`src/rtl/core/vdf_ram.sv`:
```
// generic simple dual-port ram, one write port, one registered read port
`default_nettype none

module vdf_ram #(
  parameter int WIDTH = 8,
  parameter int DEPTH = 16
) (
  input  logic                     clk,
  input  logic                     we,
  input  logic [$clog2(DEPTH)-1:0] waddr,
  input  logic [WIDTH-1:0]         wdata,
  input  logic [$clog2(DEPTH)-1:0] raddr,
  output logic [WIDTH-1:0]         rdata
);

  logic [WIDTH-1:0] mem [DEPTH];

  always_ff @(posedge clk) begin
    if (we) begin
      mem[waddr] <= wdata;
    end
    rdata <= mem[raddr];
  end

endmodule

`default_nettype wire

```
`config.mk`:
```
export PLATFORM = sky130hd
export DESIGN_NAME = vdf_ram
export DESIGN_NICKNAME = d
export VERILOG_FILES = /design/src/rtl/core/vdf_ram.sv
export SDC_FILE = /design/constraint.sdc
export NUM_CORES = 1
export LEC_CHECK = 0
export ABC_AREA = 1
export BUFFER_PORTS_ARGS = -buffer_cell sky130_fd_sc_hd__buf_2
export CORE_ASPECT_RATIO = 0.7
export CORE_UTILIZATION = 55
export DETAILED_ROUTE_END_ITERATION = 16
export PLACE_DENSITY = 0.76
export SETUP_SLACK_MARGIN = 0.1
export SYNTH_ARGS = -nofsm -noshare
export SYNTH_HDL_FRONTEND = slang
export SYNTH_SLANG_ARGS = --single-unit
export TNS_END_PERCENT = 20
```
`constraint.sdc`:
```
create_clock -name clk -period 1.1 [get_ports clk]
set_input_delay 0.11 -clock clk [delete_from_list [all_inputs] [get_ports clk]]
set_output_delay 0.11 -clock clk [all_outputs]
set_load 0.1 [all_outputs]
```
# Yosys cells after proc, flatten, opt, wreduce, memory -nomap -nowiden
# Memories as Yosys holds them, arrays and structs flattened. A register that Yosys moved wholly into a read port is not among the register bits.
# Cells that the tools add are included.
[totals]
in_bits = 18
memories = 1
ram_bits = 128
register_bits = 0
elab_cells = 3
[mem_list]
columns = ["memory", "depth", "word_bits", "read_ports", "rd_clocked_by_memory_dff", "write_ports", "line_no", "text"]
rows = [
  ["mem", 16, 8, 1, 1, 1, "16", "logic [WIDTH-1:0] mem [DEPTH];"],
]
[op_classes]
muxes = 2
[op_table]
columns = ["cell", "n"]
rows = [
  ["two-way mux 1 bit", 2],
]

# Longest topological paths before layout
[logic_depth]
depth_word = 2
mapped_depth = 8
mapped_depth_nobuf = 7

# Worst setup path before layout
# Ideal clock, no wire load.
[synth_path]
path_kind = "input port to flip-flop"
startpoint = "input waddr[3]"
endpoint = "memory mem[4][0], enable pin"
required_ps = 730
path_buffers = 0
slack_ps = 39
path_stages = 2
arrival_ps = 691
cell_sequence = "nand3b_1 -> nor2_1"
[synth_rtl]
columns = ["item", "line_no", "text"]
rows = [
  ["from (decl)", "10", "input logic [$clog2(DEPTH)-1:0] waddr,"],
  ["to (decl)", "16", ""],
]
# No word-level cell before the write port.

# Final worst setup path
[layout_path]
startpoint = "register rdata[5], read port of mem"
endpoint = "output rdata[5]"
[layout_rtl]
columns = ["item", "line_no", "text"]
rows = [
  ["from (decl)", "13", "output logic [WIDTH-1:0] rdata"],
]
# No word-level cell between the ends.

==> results_dict.tcl <==
set metrics [dict create \
    grt_pass1_wl_um 20690 \
    netlist_area_um2 5767 \
    r2r_end "rdata[3]" \
    fp.dieH_um 87.67 \
    ys_seq_elements 136 \
    cts_made_buffers 17 \
    nets 624 \
    synth_common_cells "nand2_1 (173), edfxtp_1 (128), inv_1 (100)" \
    synth_xor_area_frac 0 \
    tightest_slew_ns 0.4103 \
    powerDensity_nw_per_um2 1786 \
    cts_tree "built" \
    period_needed_ns 1.062 \
    syn_inst 551 \
    rows 30 \
    relSlewSlack 0.7262 \
    ys_types 12 \
    pin_count 26 \
    cp_cell_sequence "buf_12" \
    fin_total_pwr_w 0.01257 \
    crit_type "flop to primary output" \
    startpoint "rdata[5]" \
    root_buffer "clkbuf_16" \
    max-clock-path-buffers 2 \
    final_layout_size_suffix_gt1_frac 0.1809 \
    wirelength_um 13290 \
    reg2reg_from "mem[14][3]" \
    rsz0062_at_grt "true" \
    critical-path-max-stage-delay_ns 0.37 \
    synth_edf_count 128 \
    synthFlopType "edfxtp_1" \
    antenna_found_initial 0 \
    hold_path_class "input port to flop" \
    async_reset_ff_frac 0 \
    seqCellArea_um2 4016 \
    worstPathArrival_ns 0.95 \
    yosys.area_share.adder 0 \
    synth_most_common_cell "nand2_1" \
    layout_setup_ws_ns 0.03758 \
    drv_cap 0 \
    core_um2 9947 \
    fin_skew_ns 0.004800 \
    ctsHoldBuffers 0 \
    place.port_buffers 25 \
    critPathMaxFanout 1 \
    avgSynthCellArea_um2 10.47 \
    track_usage 0.2617 \
    dieArea_um2 10900 \
    timing.final.crit_share 0.9658 \
    slew_violations 0 \
    synth_compound_area_frac 0 \
    gr-total-overflow 0 \
    whs_endpoint "mem[9][2]" \
    synth_top_area_frac 0.6665 \
    critPathTopFamily "flip-flops" \
    synth_top_family_by_area "simple AND/OR/NAND/NOR gates" \
    min_from "wdata[2]" \
    synth_simple_gate_area_frac 0.2105 \
    crit_slowest_cell "dfxtp_4" \
    status "finished, final reports clean" \
    n_antenna_cell 0 \
    finalHoldViolCount 0 \
    p_leak_nw 3.084 \
    whs_path_depth 1 \
    dp_hpwl_um 8137 \
    syn2layout_area_growth_pct 22.02 \
    ff2ff_path_depth 6 \
    setup_viol 0 \
    grt_max_degree 35 \
    die_x_um 124.4 \
    ant_nets 0 \
    routedWlPerCell_um 17.78 \
    vias 4014 \
    syn_nets 569 \
    critPathBufInv 1 \
    cts_num_sinks 136 \
    initial_core_util 0.5797 \
    yosysWarnings 0 \
    startpoint_type "flop" \
    yosysTopAreaCell "edfxtp_1" \
    drt-vias-per-instance 5.373 \
    drc_errors 0 \
    multi_input_area_um2 1299 \
    htree_levels 4 \
    drt_iter0_markers 541 \
    clock_latency_ns 0.41 \
    dpl_worst_slack_ns -0.08539 \
    ys_top_cells_by_area "edfxtp_1 (67%), nand2_1 (11%), nand3_1 (8.4%)" \
    clkTransAtPathRegs_ns 0.06 \
    cp.required_ns 0.99 \
    gp_congestion 0.8209 \
    clock.fmax_mhz 941.2 \
    fillCellCount 684 \
    ys_seq_area_frac 0.6943 \
    synth_mux_area_frac 0 \
    grt_pass1_vias 3905 \
    crit_path_end_kind "primary output" \
    vdd_drop_max_uv 1097 \
    reg2reg_slack_ns 0.05 \
    dr.pass1.iters 6 \
]
worst max-delay path by stage:
stage / end / slack [ns] / cells past startpoint
finish: rdata[5] / 0.04 / 1
global route: rdata[5] / 0.03 / 1
CTS: rdata[5] / 0.04 / 1
detailed placement: rdata[5] / -0.09 / 8
global placement: rdata[5] / -0.08 / 8
floorplan: mem[4][0] / 0.04 / 2
sequential cells by signal, summed over array words and instances, names as in the netlist:
register	flops
mem	128
rdata	8
report_power, final:
part	internal [W]	total, W	switching, W	leakage [nW]
logic	0.000388	0.00117	0.000779	1.58
registers	0.00580	0.00586	0.0000551	1.22
clock network	0.00352	0.00554	0.00202	0.279
total	0.00971	0.0126	0.00286	3.08
timing repair:
item,in CTS,in global routing
gates cloned,0,0
resized for setup,7,19
endpoints found under the setup margin,11,16
pin swaps,0,4
setup buffers,0,0
stage by stage:
step	cells	TNS (ns)	cell area, µm²	hold WS (ns)	utilization
floorplan	551	0	5767	0.2089	-
global placement	715	-0.2365	6369	0.5216	0.6403
detailed placement	715	-1.959	6369	0.5330	0.6403
CTS	747	0	6949	0.1037	0.6986
global route	747	0	7037	0.1097	0.7074
finish	747	0	7037	0.1069	0.7074
routing by layer:
metal,share of wire,vias to the layer above,routed length (µm),track usage
met1,0.43,1891,5682,0.3735
met3,0.098,23,1306,0.05315
met4,0.019,0,258,0.1051
li1,-,1880,-,-
met5,0,-,0,0
met2,0.45,220,6037,0.4003
layout make-up:
class | count | area share
timing repair buffer | 60 | 0.08642
tap | 128 | 0.02276
sequential | 136 | 0.5708
multi-input combinational | 289 | 0.1846
inverter | 102 | 0.05441
clock buffer | 21 | 0.06259
clock inverter | 11 | 0.01849
logic make-up (layout without fill, tap and decap cells):
| family | count (synthesis) | after routing |
|---|---|---|
| buffers and inverters | 126 | 194 |
| flip-flops | 136 | 136 |
| AND/OR/NAND/NOR | 289 | 289 |
cell usage in the layout, fill, tap and decap left out, drive strengths merged:
master,n
edfxtp,128
bufinv,3
nand3,97
clkinvlp,1
dfxtp,8
nor2,17
inv,102
nand2,173
clkbuf,21
clkinv,7
buf,60
nand3b,2
No activity file was read; power rests on OpenSTA's default activity.
