--- src/rtl/core/vdf_pkg.sv ---
// shared constants for the variable delay line with feedback
`default_nettype none

package vdf_pkg;

  // defaults for the top-level parameters
  localparam int DEPTH_DEF          = 4096;
  localparam int SAMPLE_WIDTH_DEF   = 24;
  localparam int GAIN_FRAC_BITS_DEF = 14;

  // fixed field widths
  localparam int GAIN_WIDTH  = 16;
  localparam int DELAY_WIDTH = 12;

endpackage

`default_nettype wire

--- src/rtl/core/vdf_feedback.sv ---
// feedback scaling, accumulation and saturation
`default_nettype none

module vdf_feedback
  import vdf_pkg::*;
#(
  parameter int SAMPLE_WIDTH   = SAMPLE_WIDTH_DEF,
  parameter int GAIN_FRAC_BITS = GAIN_FRAC_BITS_DEF
) (
  input  logic signed [SAMPLE_WIDTH+GAIN_WIDTH:0] prod,
  input  logic signed [SAMPLE_WIDTH-1:0]          acc,
  output logic signed [SAMPLE_WIDTH-1:0]          result
);

  localparam int PW = SAMPLE_WIDTH + GAIN_WIDTH + 1;

  localparam logic signed [PW-1:0] SMAX =
    {{(PW-SAMPLE_WIDTH+1){1'b0}}, {(SAMPLE_WIDTH-1){1'b1}}};
  localparam logic signed [PW-1:0] SMIN =
    {{(PW-SAMPLE_WIDTH+1){1'b1}}, {(SAMPLE_WIDTH-1){1'b0}}};

  logic signed [PW-1:0] fb;
  logic signed [PW-1:0] sum;

  always_comb begin
    // floor of the rounded product over the gain scale
    fb  = prod >>> GAIN_FRAC_BITS;
    sum = PW'(acc) + fb;
    if (sum > SMAX) begin
      result = SMAX[SAMPLE_WIDTH-1:0];
    end else if (sum < SMIN) begin
      result = SMIN[SAMPLE_WIDTH-1:0];
    end else begin
      result = sum[SAMPLE_WIDTH-1:0];
    end
  end

endmodule

`default_nettype wire
--- config.mk ---
export PLATFORM = sky130hd
export DESIGN_NAME = vdf_feedback
export DESIGN_NICKNAME = d
export VERILOG_FILES = /design/src/rtl/core/vdf_pkg.sv /design/src/rtl/core/vdf_feedback.sv
export SDC_FILE = /design/constraint.sdc
export NUM_CORES = 1
export LEC_CHECK = 0
export BUFFER_PORTS_ARGS = -buffer_cell sky130_fd_sc_hd__buf_2
export CORE_MARGIN = 2
export CORE_UTILIZATION = 28
export DETAILED_ROUTE_END_ITERATION = 10
export PLACE_DENSITY = 0.53
export REMOVE_ABC_BUFFERS = 1
export SYNTH_ARGS = -nofsm -noshare
export SYNTH_HDL_FRONTEND = slang
export SYNTH_SLANG_ARGS = --single-unit
--- constraint.sdc ---
create_clock -name vclk -period 7.9
set_input_delay 0.79 -clock vclk [all_inputs]
set_output_delay 0.79 -clock vclk [all_outputs]
set_load 0.03 [all_outputs]
# Word level (Yosys, flattened, before mapping)
# Index checks and enable logic that the tools add are counted.
[op_classes] addsub=1 magnitude_cmp=2 mux=2
[op_table] operator="$mux 24" n=2
[op_table] operator="$add 24x27->28" n=1
[op_table] operator="$gt 28x24->1 const B" n=1
[op_table] operator="$lt 28x24->1 const B" n=1
[word_totals] regBits=0 in_bits=65 out_inout_bits=24 word_cells=5

# Depth between registers and ports, before layout
# Gate-level depths: netlist of run 1.
[depth] depth_word=4 mapped_depth=12

# Worst setup path before layout of run 1
# No wires, ideal clock.
[synth_path] path_kind="input -> output" start="in prod[14]" end="out result[2]" arrival_ns=3.500 required_time_ns=7.110 setup_slack_ns=3.610 stages=11 n_path_buf=0 path_cell_list="ha_1 -> inv_1 -> fa_1 -> nand2b_1 -> a21oi_1 -> o21ai_1 -> o41ai_2 -> a31oi_2 -> xnor2_2 -> a41oi_4 -> o21ai_0"
[synth_between] elab_chain_len=4 elab_cells_between_ends=5 classes_between="add/sub: 1; order compare: 2; mux: 2"
[synth_rtl] element="start: declaration" line_no="vdf_feedback.sv:10" rtl="input logic signed [SAMPLE_WIDTH+GAIN_WIDTH:0] prod,"
[synth_rtl] element="$add 24x27->28 *" line_no="vdf_feedback.sv:28" rtl="sum = PW'(acc) + fb;"
[synth_rtl] element="$lt 28x24->1" line_no="vdf_feedback.sv:31" rtl="end else if (sum < SMIN) begin"
[synth_rtl] element="$mux 24" line_no="vdf_feedback.sv:31"
[synth_rtl] element="$mux 24 *" line_no="vdf_feedback.sv:29" rtl="if (sum > SMAX) begin"
[synth_rtl] element="end: declaration" line_no="vdf_feedback.sv:12" rtl="output logic signed [SAMPLE_WIDTH-1:0] result"
# Every way passes the cells marked *; elsewhere a longest branch is shown, timed or not.

# Worst setup path in the final report of run 1
[layout_path] start="in prod[14]" end="out result[4]"
# The elaborated chain is that of the path after synthesis.

==> results.py, run 1 <==
metrics = {
    "setup_path": {
        "cp-start-kind": "input pin",
        "slowest_stage": "o41ai_2",
        "max_stage_delay_ns": 0.44,
        "path_cells": "buf_2 > ha_1 > inv_1 > fa_1 > nand2b_1 > a21oi_1 > o21ai_1 > o41ai_2 > a31oi_2 > xnor2_2 > a41oi_4 > o31ai_2 > buf_2",
        "worst_path_most_repeated_cell": "buf_2",
        "end_kind": "primary output",
        "cp-startpoint": "prod[14]",
        "crit_required_ns": 7.11,
        "critPathKind": "in2out",
        "path_max_fanout": 23,
        "critical_path_arrival_ns": 3.92,
    },
    "finish": {
        "fillCellCount": 647,
        "n_antenna_cell": 0,
        "seq_area_um2": 0,
        "fin_cells": 383,
        "nets": 403,
        "multiInputGateArea_um2": 1600,
        "seq_cell_count": 0,
        "nClkBuffers": 0,
        "drive_gt1_share_pct": 30.5,
        "synthToLayoutAreaGrowth_pct": 23.9,
    },
    "floorplanning": {
        "initial_utilization_pct": 28.8,
        "die_y_um": 82.0,
        "io_pins": 89,
        "core_um2": 5920,
        "die_w_um": 82.0,
        "die_area_um2": 6730,
        "fp-row-count": 28,
    },
    "min_path": {
        "worstHoldEndpoint": "result[0]",
        "min-delay-start": "acc[0]",
        "hold_depth": 5,
        "hold_class": "in2out",
    },
    "job": {
        "drv_cap": 0,
    },
    "timing": {
        "slew_violations": 0,
        "grt_setup_unrepaired": "no",
        "fin_setup_tns_ns": 0,
        "clock.fmax_ghz": 0.212,
        "fin_crit_sh_pct": 59.7,
        "relSlewSlack_pct": 45.5,
        "setup_viol_count_final": 0,
        "min_period_ns": 4.71,
        "whs_ns": 2.10,
        "hold_violations": 0,
        "tightest_slew_ns": 0.815,
    },
    "global_route": {
        "antenna_found_initial": 0,
        "overflow": 0,
        "grt_max_degree": 24,
        "track_usage_pct": 13.8,
        "grt_pass1_vias": 1709,
        "grt_pass1_wl_um": 7780,
    },
    "pwr": {
        "p_per_area_nw_per_um2": 127,
        "p_leak_nw": 0.959,
        "peakVddDrop_uv": 62.7,
    },
    "status": {
        "status": "completed",
    },
    "routing": {
        "wl_um": 4650,
        "drc": 0,
        "post_drt_wl_per_cell_um": 12.1,
        "first_iter_violations": 89,
        "vias": 1933,
        "antenna_left": 0,
        "first_pass_iters": 4,
        "vias_per_cell": 5.05,
    },
    "logic_synthesis": {
        "ys_types": 51,
        "avgSynthCellArea_um2": 7.08,
        "synth_area_um2": 1710,
        "postSynthCellCount": 241,
        "yosysWarnings": 0,
        "ys_seq_area_share_pct": 0,
    },
    "place": {
        "dp_hpwl_um": 3860,
        "dp_cells": 383,
        "portBuffers": 75,
        "place_congestion": 0.792,
    },
    "clocking": {
        "holdBufCountCts": 0,
        "post_cts_buffers": 0,
        "cts-resized-gates": 0,
    },
}
metrics by stage:
stage          util (%)  worst slack, ns  cell area (um2)  total power, mW
3_3_place_gp       35.7             3.16             2110            0.268
4_1_cts            35.7             3.14             2110            0.270
6_report           35.7             3.19             2110            0.268
3_5_place_dp       35.7             3.17             2110            0.269
2_1_floorplan         -             3.16             1640            0.200
5_1_grt            35.7             2.93             2110            0.294
area by class of cell:
cell class / instances / area share, %
repair buffers: 76 / 18.1
well taps: 75 / 4.44
inverters: 10 / 1.78
multi-input cells: 222 / 75.7
worst max-delay path by stage:
stage                      to  slack (ns)  depth (start not counted)
finish              result[4]        3.19                         13
global route        result[4]        2.93                         13
CTS                 result[4]        3.14                         13
detailed placement  result[4]        3.17                         13
global placement    result[4]        3.16                         13
floorplan           result[2]        3.16                         11
cells in the final DEF (no fill, tap or decap), types with 2 or more instances in the layout:
cell type | synthesis | routed
o211ai_1 | 2 | 2
o21ai_2 | 4 | 4
nand2_1 | 23 | 23
a2111oi_0 | 2 | 2
o21bai_1 | 2 | 2
o21ai_1 | 21 | 21
xnor2_1 | 14 | 14
inv_1 | 10 | 10
xor2_1 | 8 | 8
buf_2 | 3 | 75
nor4_1 | 2 | 2
nor2_1 | 20 | 20
nand3_1 | 4 | 4
a21o_1 | 8 | 8
a21boi_0 | 2 | 2
ha_1 | 27 | 27
o21ai_0 | 14 | 14
a31oi_1 | 4 | 4
a21oi_1 | 29 | 29
nand4_1 | 2 | 2
nor3_1 | 7 | 7
worst max-delay path: cells and delay by family:
kind,cells,cell delay [ns]
AO/OA/AOI/OAI,6,1.78
XOR/XNOR,1,0.28
buffers and inverters,3,0.36
AND/OR/NAND/NOR,1,0.18
adder cells (fa/ha/maj),2,0.53
synth_stat cells, types with 2 or more instances:
cell / count / share of area [%]
a2111oi_0: 2 / 1.0
a21boi_0: 2 / 0.88
a21o_1: 8 / 3.5
a21oi_1: 29 / 8.5
a31oi_1: 4 / 1.5
buf_2: 3 / 0.88
buf_4: 2 / 0.88
buf_6: 3 / 2.0
ha_1: 27 / 20
inv_1: 10 / 2.2
nand2_1: 23 / 5.1
nand3_1: 4 / 1.2
nand4_1: 2 / 0.73
nor2_1: 20 / 4.4
nor3_1: 7 / 2.1
nor4_1: 2 / 0.73
o211ai_1: 2 / 0.88
o21ai_0: 14 / 4.1
o21ai_1: 21 / 6.2
o21ai_2: 4 / 2.1
o21bai_1: 2 / 0.88
xnor2_1: 14 / 7.2
xor2_1: 8 / 4.1
routing by layer:
| layer | GRT usage (%) | up-vias | part of all wire (%) |
|---|---|---|---|
| met1 | 20.7 | 848 | 52 |
| met5 | 0 | - | 0 |
| met2 | 23.6 | 47 | 45 |
| li1 | - | 1038 | - |
| met3 | 0 | 0 | 3.6 |
| met4 | 0 | 0 | 0 |
logic make-up after synthesis:
| group | after synthesis | share of synthesized area [%] |
|---|---|---|
| compound gates | 104 | 42.1 |
| simple gates | 67 | 18.4 |
| fa+ha+maj | 28 | 21.0 |
| xor+xnor | 23 | 12.3 |
| buf+inv | 19 | 6.24 |
report_power, final:
part | total [mW] | switching, mW | internal (mW) | leakage (nW)
Combinational | 0.268 | 0.173 | 0.0954 | 0.959
Clock | 0 | 0 | 0 | 0
Sequential | 0 | 0 | 0 | 0
Total | 0.268 | 0.173 | 0.0954 | 0.959
(Power assumes the default switching activity.)
==> inputs of run 2 (changes only) <==
PLACE_DENSITY = 0.55   (was 0.53)
clock period = 3.75 ns   (was 7.9 ns; I/O delays follow)
==> results.py, run 2 (synthesis gave the netlist of run 1 again) <==
metrics = {
    "pwr": {
        "peakVddDrop_uv": 149,
        "p_per_area_nw_per_um2": 274,
        "p_leak_nw": 1.06,
    },
    "job": {
        "drv_cap": 0,
    },
    "global_route": {
        "grt_pass1_wl_um": 7850,
        "track_usage_pct": 13.8,
        "grt_max_degree": 13,
        "grt_pass1_vias": 1775,
        "overflow": 0,
        "antenna_found_initial": 0,
    },
    "timing": {
        "min_period_ns": 3.62,
        "setup_slack_ns": 0.131,
        "relSlewSlack_pct": 48.6,
        "tightest_slew_ns": 0.772,
        "setup_viol_count_final": 0,
        "hold_violations": 0,
        "fin_crit_sh_pct": 96.5,
        "clock.fmax_ghz": 0.276,
        "slew_violations": 0,
        "whs_ns": 1.27,
        "fin_setup_tns_ns": 0,
    },
    "floorplanning": {
        "die_y_um": 82.0,
        "die_area_um2": 6730,
        "die_w_um": 82.0,
        "core_um2": 5920,
        "fp-row-count": 28,
        "initial_utilization_pct": 28.8,
        "io_pins": 89,
    },
    "place": {
        "dp_hpwl_um": 4140,
        "dp_cells": 391,
        "portBuffers": 75,
        "place_congestion": 0.766,
        "pre_cts_slack_ns": -0.0901,
    },
    "status": {
        "status": "completed",
    },
    "routing": {
        "post_drt_wl_per_cell_um": 12.7,
        "vias": 2056,
        "drc": 0,
        "vias_per_cell": 5.18,
        "wl_um": 5060,
        "antenna_left": 0,
        "first_iter_violations": 71,
        "first_pass_iters": 4,
    },
    "setup_path": {
        "path_max_fanout": 5,
        "path_cells": "buf_2 > ha_1 > inv_1 > fa_2 > nand2b_4 > a21oi_2 > o21ai_2 > o41ai_4 > a31oi_2 > xnor2_2 > a41oi_4 > buf_4 > o21ai_0 > buf_4",
        "crit_buf_inv": 4,
        "max_stage_delay_ns": 0.39,
        "worst_path_most_repeated_cell": "buf_4",
        "slowest_stage": "xnor2_2",
        "cp-startpoint": "prod[14]",
        "critical_path_arrival_ns": 3.24,
        "critPathTopFamily": "compound AO/OA/AOI/OAI gates",
        "crit_required_ns": 3.38,
        "critPathKind": "in2out",
        "cp-start-kind": "input pin",
        "end_kind": "primary output",
    },
    "finish": {
        "fin_cells": 397,
        "seq_area_um2": 0,
        "nets": 417,
        "final_common_cell": "buf_2",
        "nClkBuffers": 0,
        "drive_gt1_share_pct": 34.8,
        "seq_cell_count": 0,
        "n_antenna_cell": 0,
        "synthToLayoutAreaGrowth_pct": 34.3,
        "final_cell_mix": "buf_2, a21oi_1, ha_1",
    },
    "min_path": {
        "hold_class": "in2out",
        "min-delay-start": "acc[0]",
    },
}
[run 2: changes by cell type in the layout (fill, tap and decap cells not counted), moves of 2 or more]
cell	before	now
buf_2	75	70
clkbuf_4	0	2
buf_4	1	14
buf_6	0	3
[run 2: power by group]
| group | switching (mW) | internal [mW] |
|---|---|---|
| clock | 0 | 0 |
| combinational | 0.387 | 0.239 |
| sequential | 0 | 0 |
| total | 0.387 | 0.239 |
[run 2: worst paths after layout]
check	end	cells after the start
hold / removal	result[0]	5
setup / recovery	result[2]	14
[run 2: area by class of cell]
| cell class | count | area (um2) |
|---|---|---|
| fill | 665 | 3630 |
| multi-input combinational | 223 | 1660 |
| timing repair buffer | 89 | 504 |
| tap | 75 | 93.8 |
| inverter | 10 | 37.5 |
[run 2: per-layer routing]
| metal | share of wire (%) | vias to the layer above | wire length, um | global-route usage [%] |
|---|---|---|---|---|
| met2 | 48 | 46 | 2420 | 24.6 |
| met3 | 4.7 | 0 | 238 | 0.549 |
| met1 | 47 | 938 | 2400 | 19.6 |
| met5 | 0 | - | 0 | 0 |
| met4 | 0 | 0 | 0 | 0 |
| li1 | - | 1072 | - | - |
[run 2: what timing repair did]
item                                    CTS  global route
endpoints found under the setup margin   18            18
endpoints found under the hold margin     0             0
resized for setup                         0            16
buffers inserted                          1             4
hold buffers                              0             0
gates cloned                              0             1
pin swaps                                 2             4
[run 2: metrics by stage]
step / util [%] / instance area (um2) / total power [mW]
2_1_floorplan: - / 1640 / 0.422
3_3_place_gp: 36.7 / 2170 / 0.583
3_5_place_dp: 36.7 / 2170 / 0.587
4_1_cts: 36.8 / 2180 / 0.590
5_1_grt: 38.7 / 2290 / 0.684
6_report: 38.7 / 2290 / 0.627
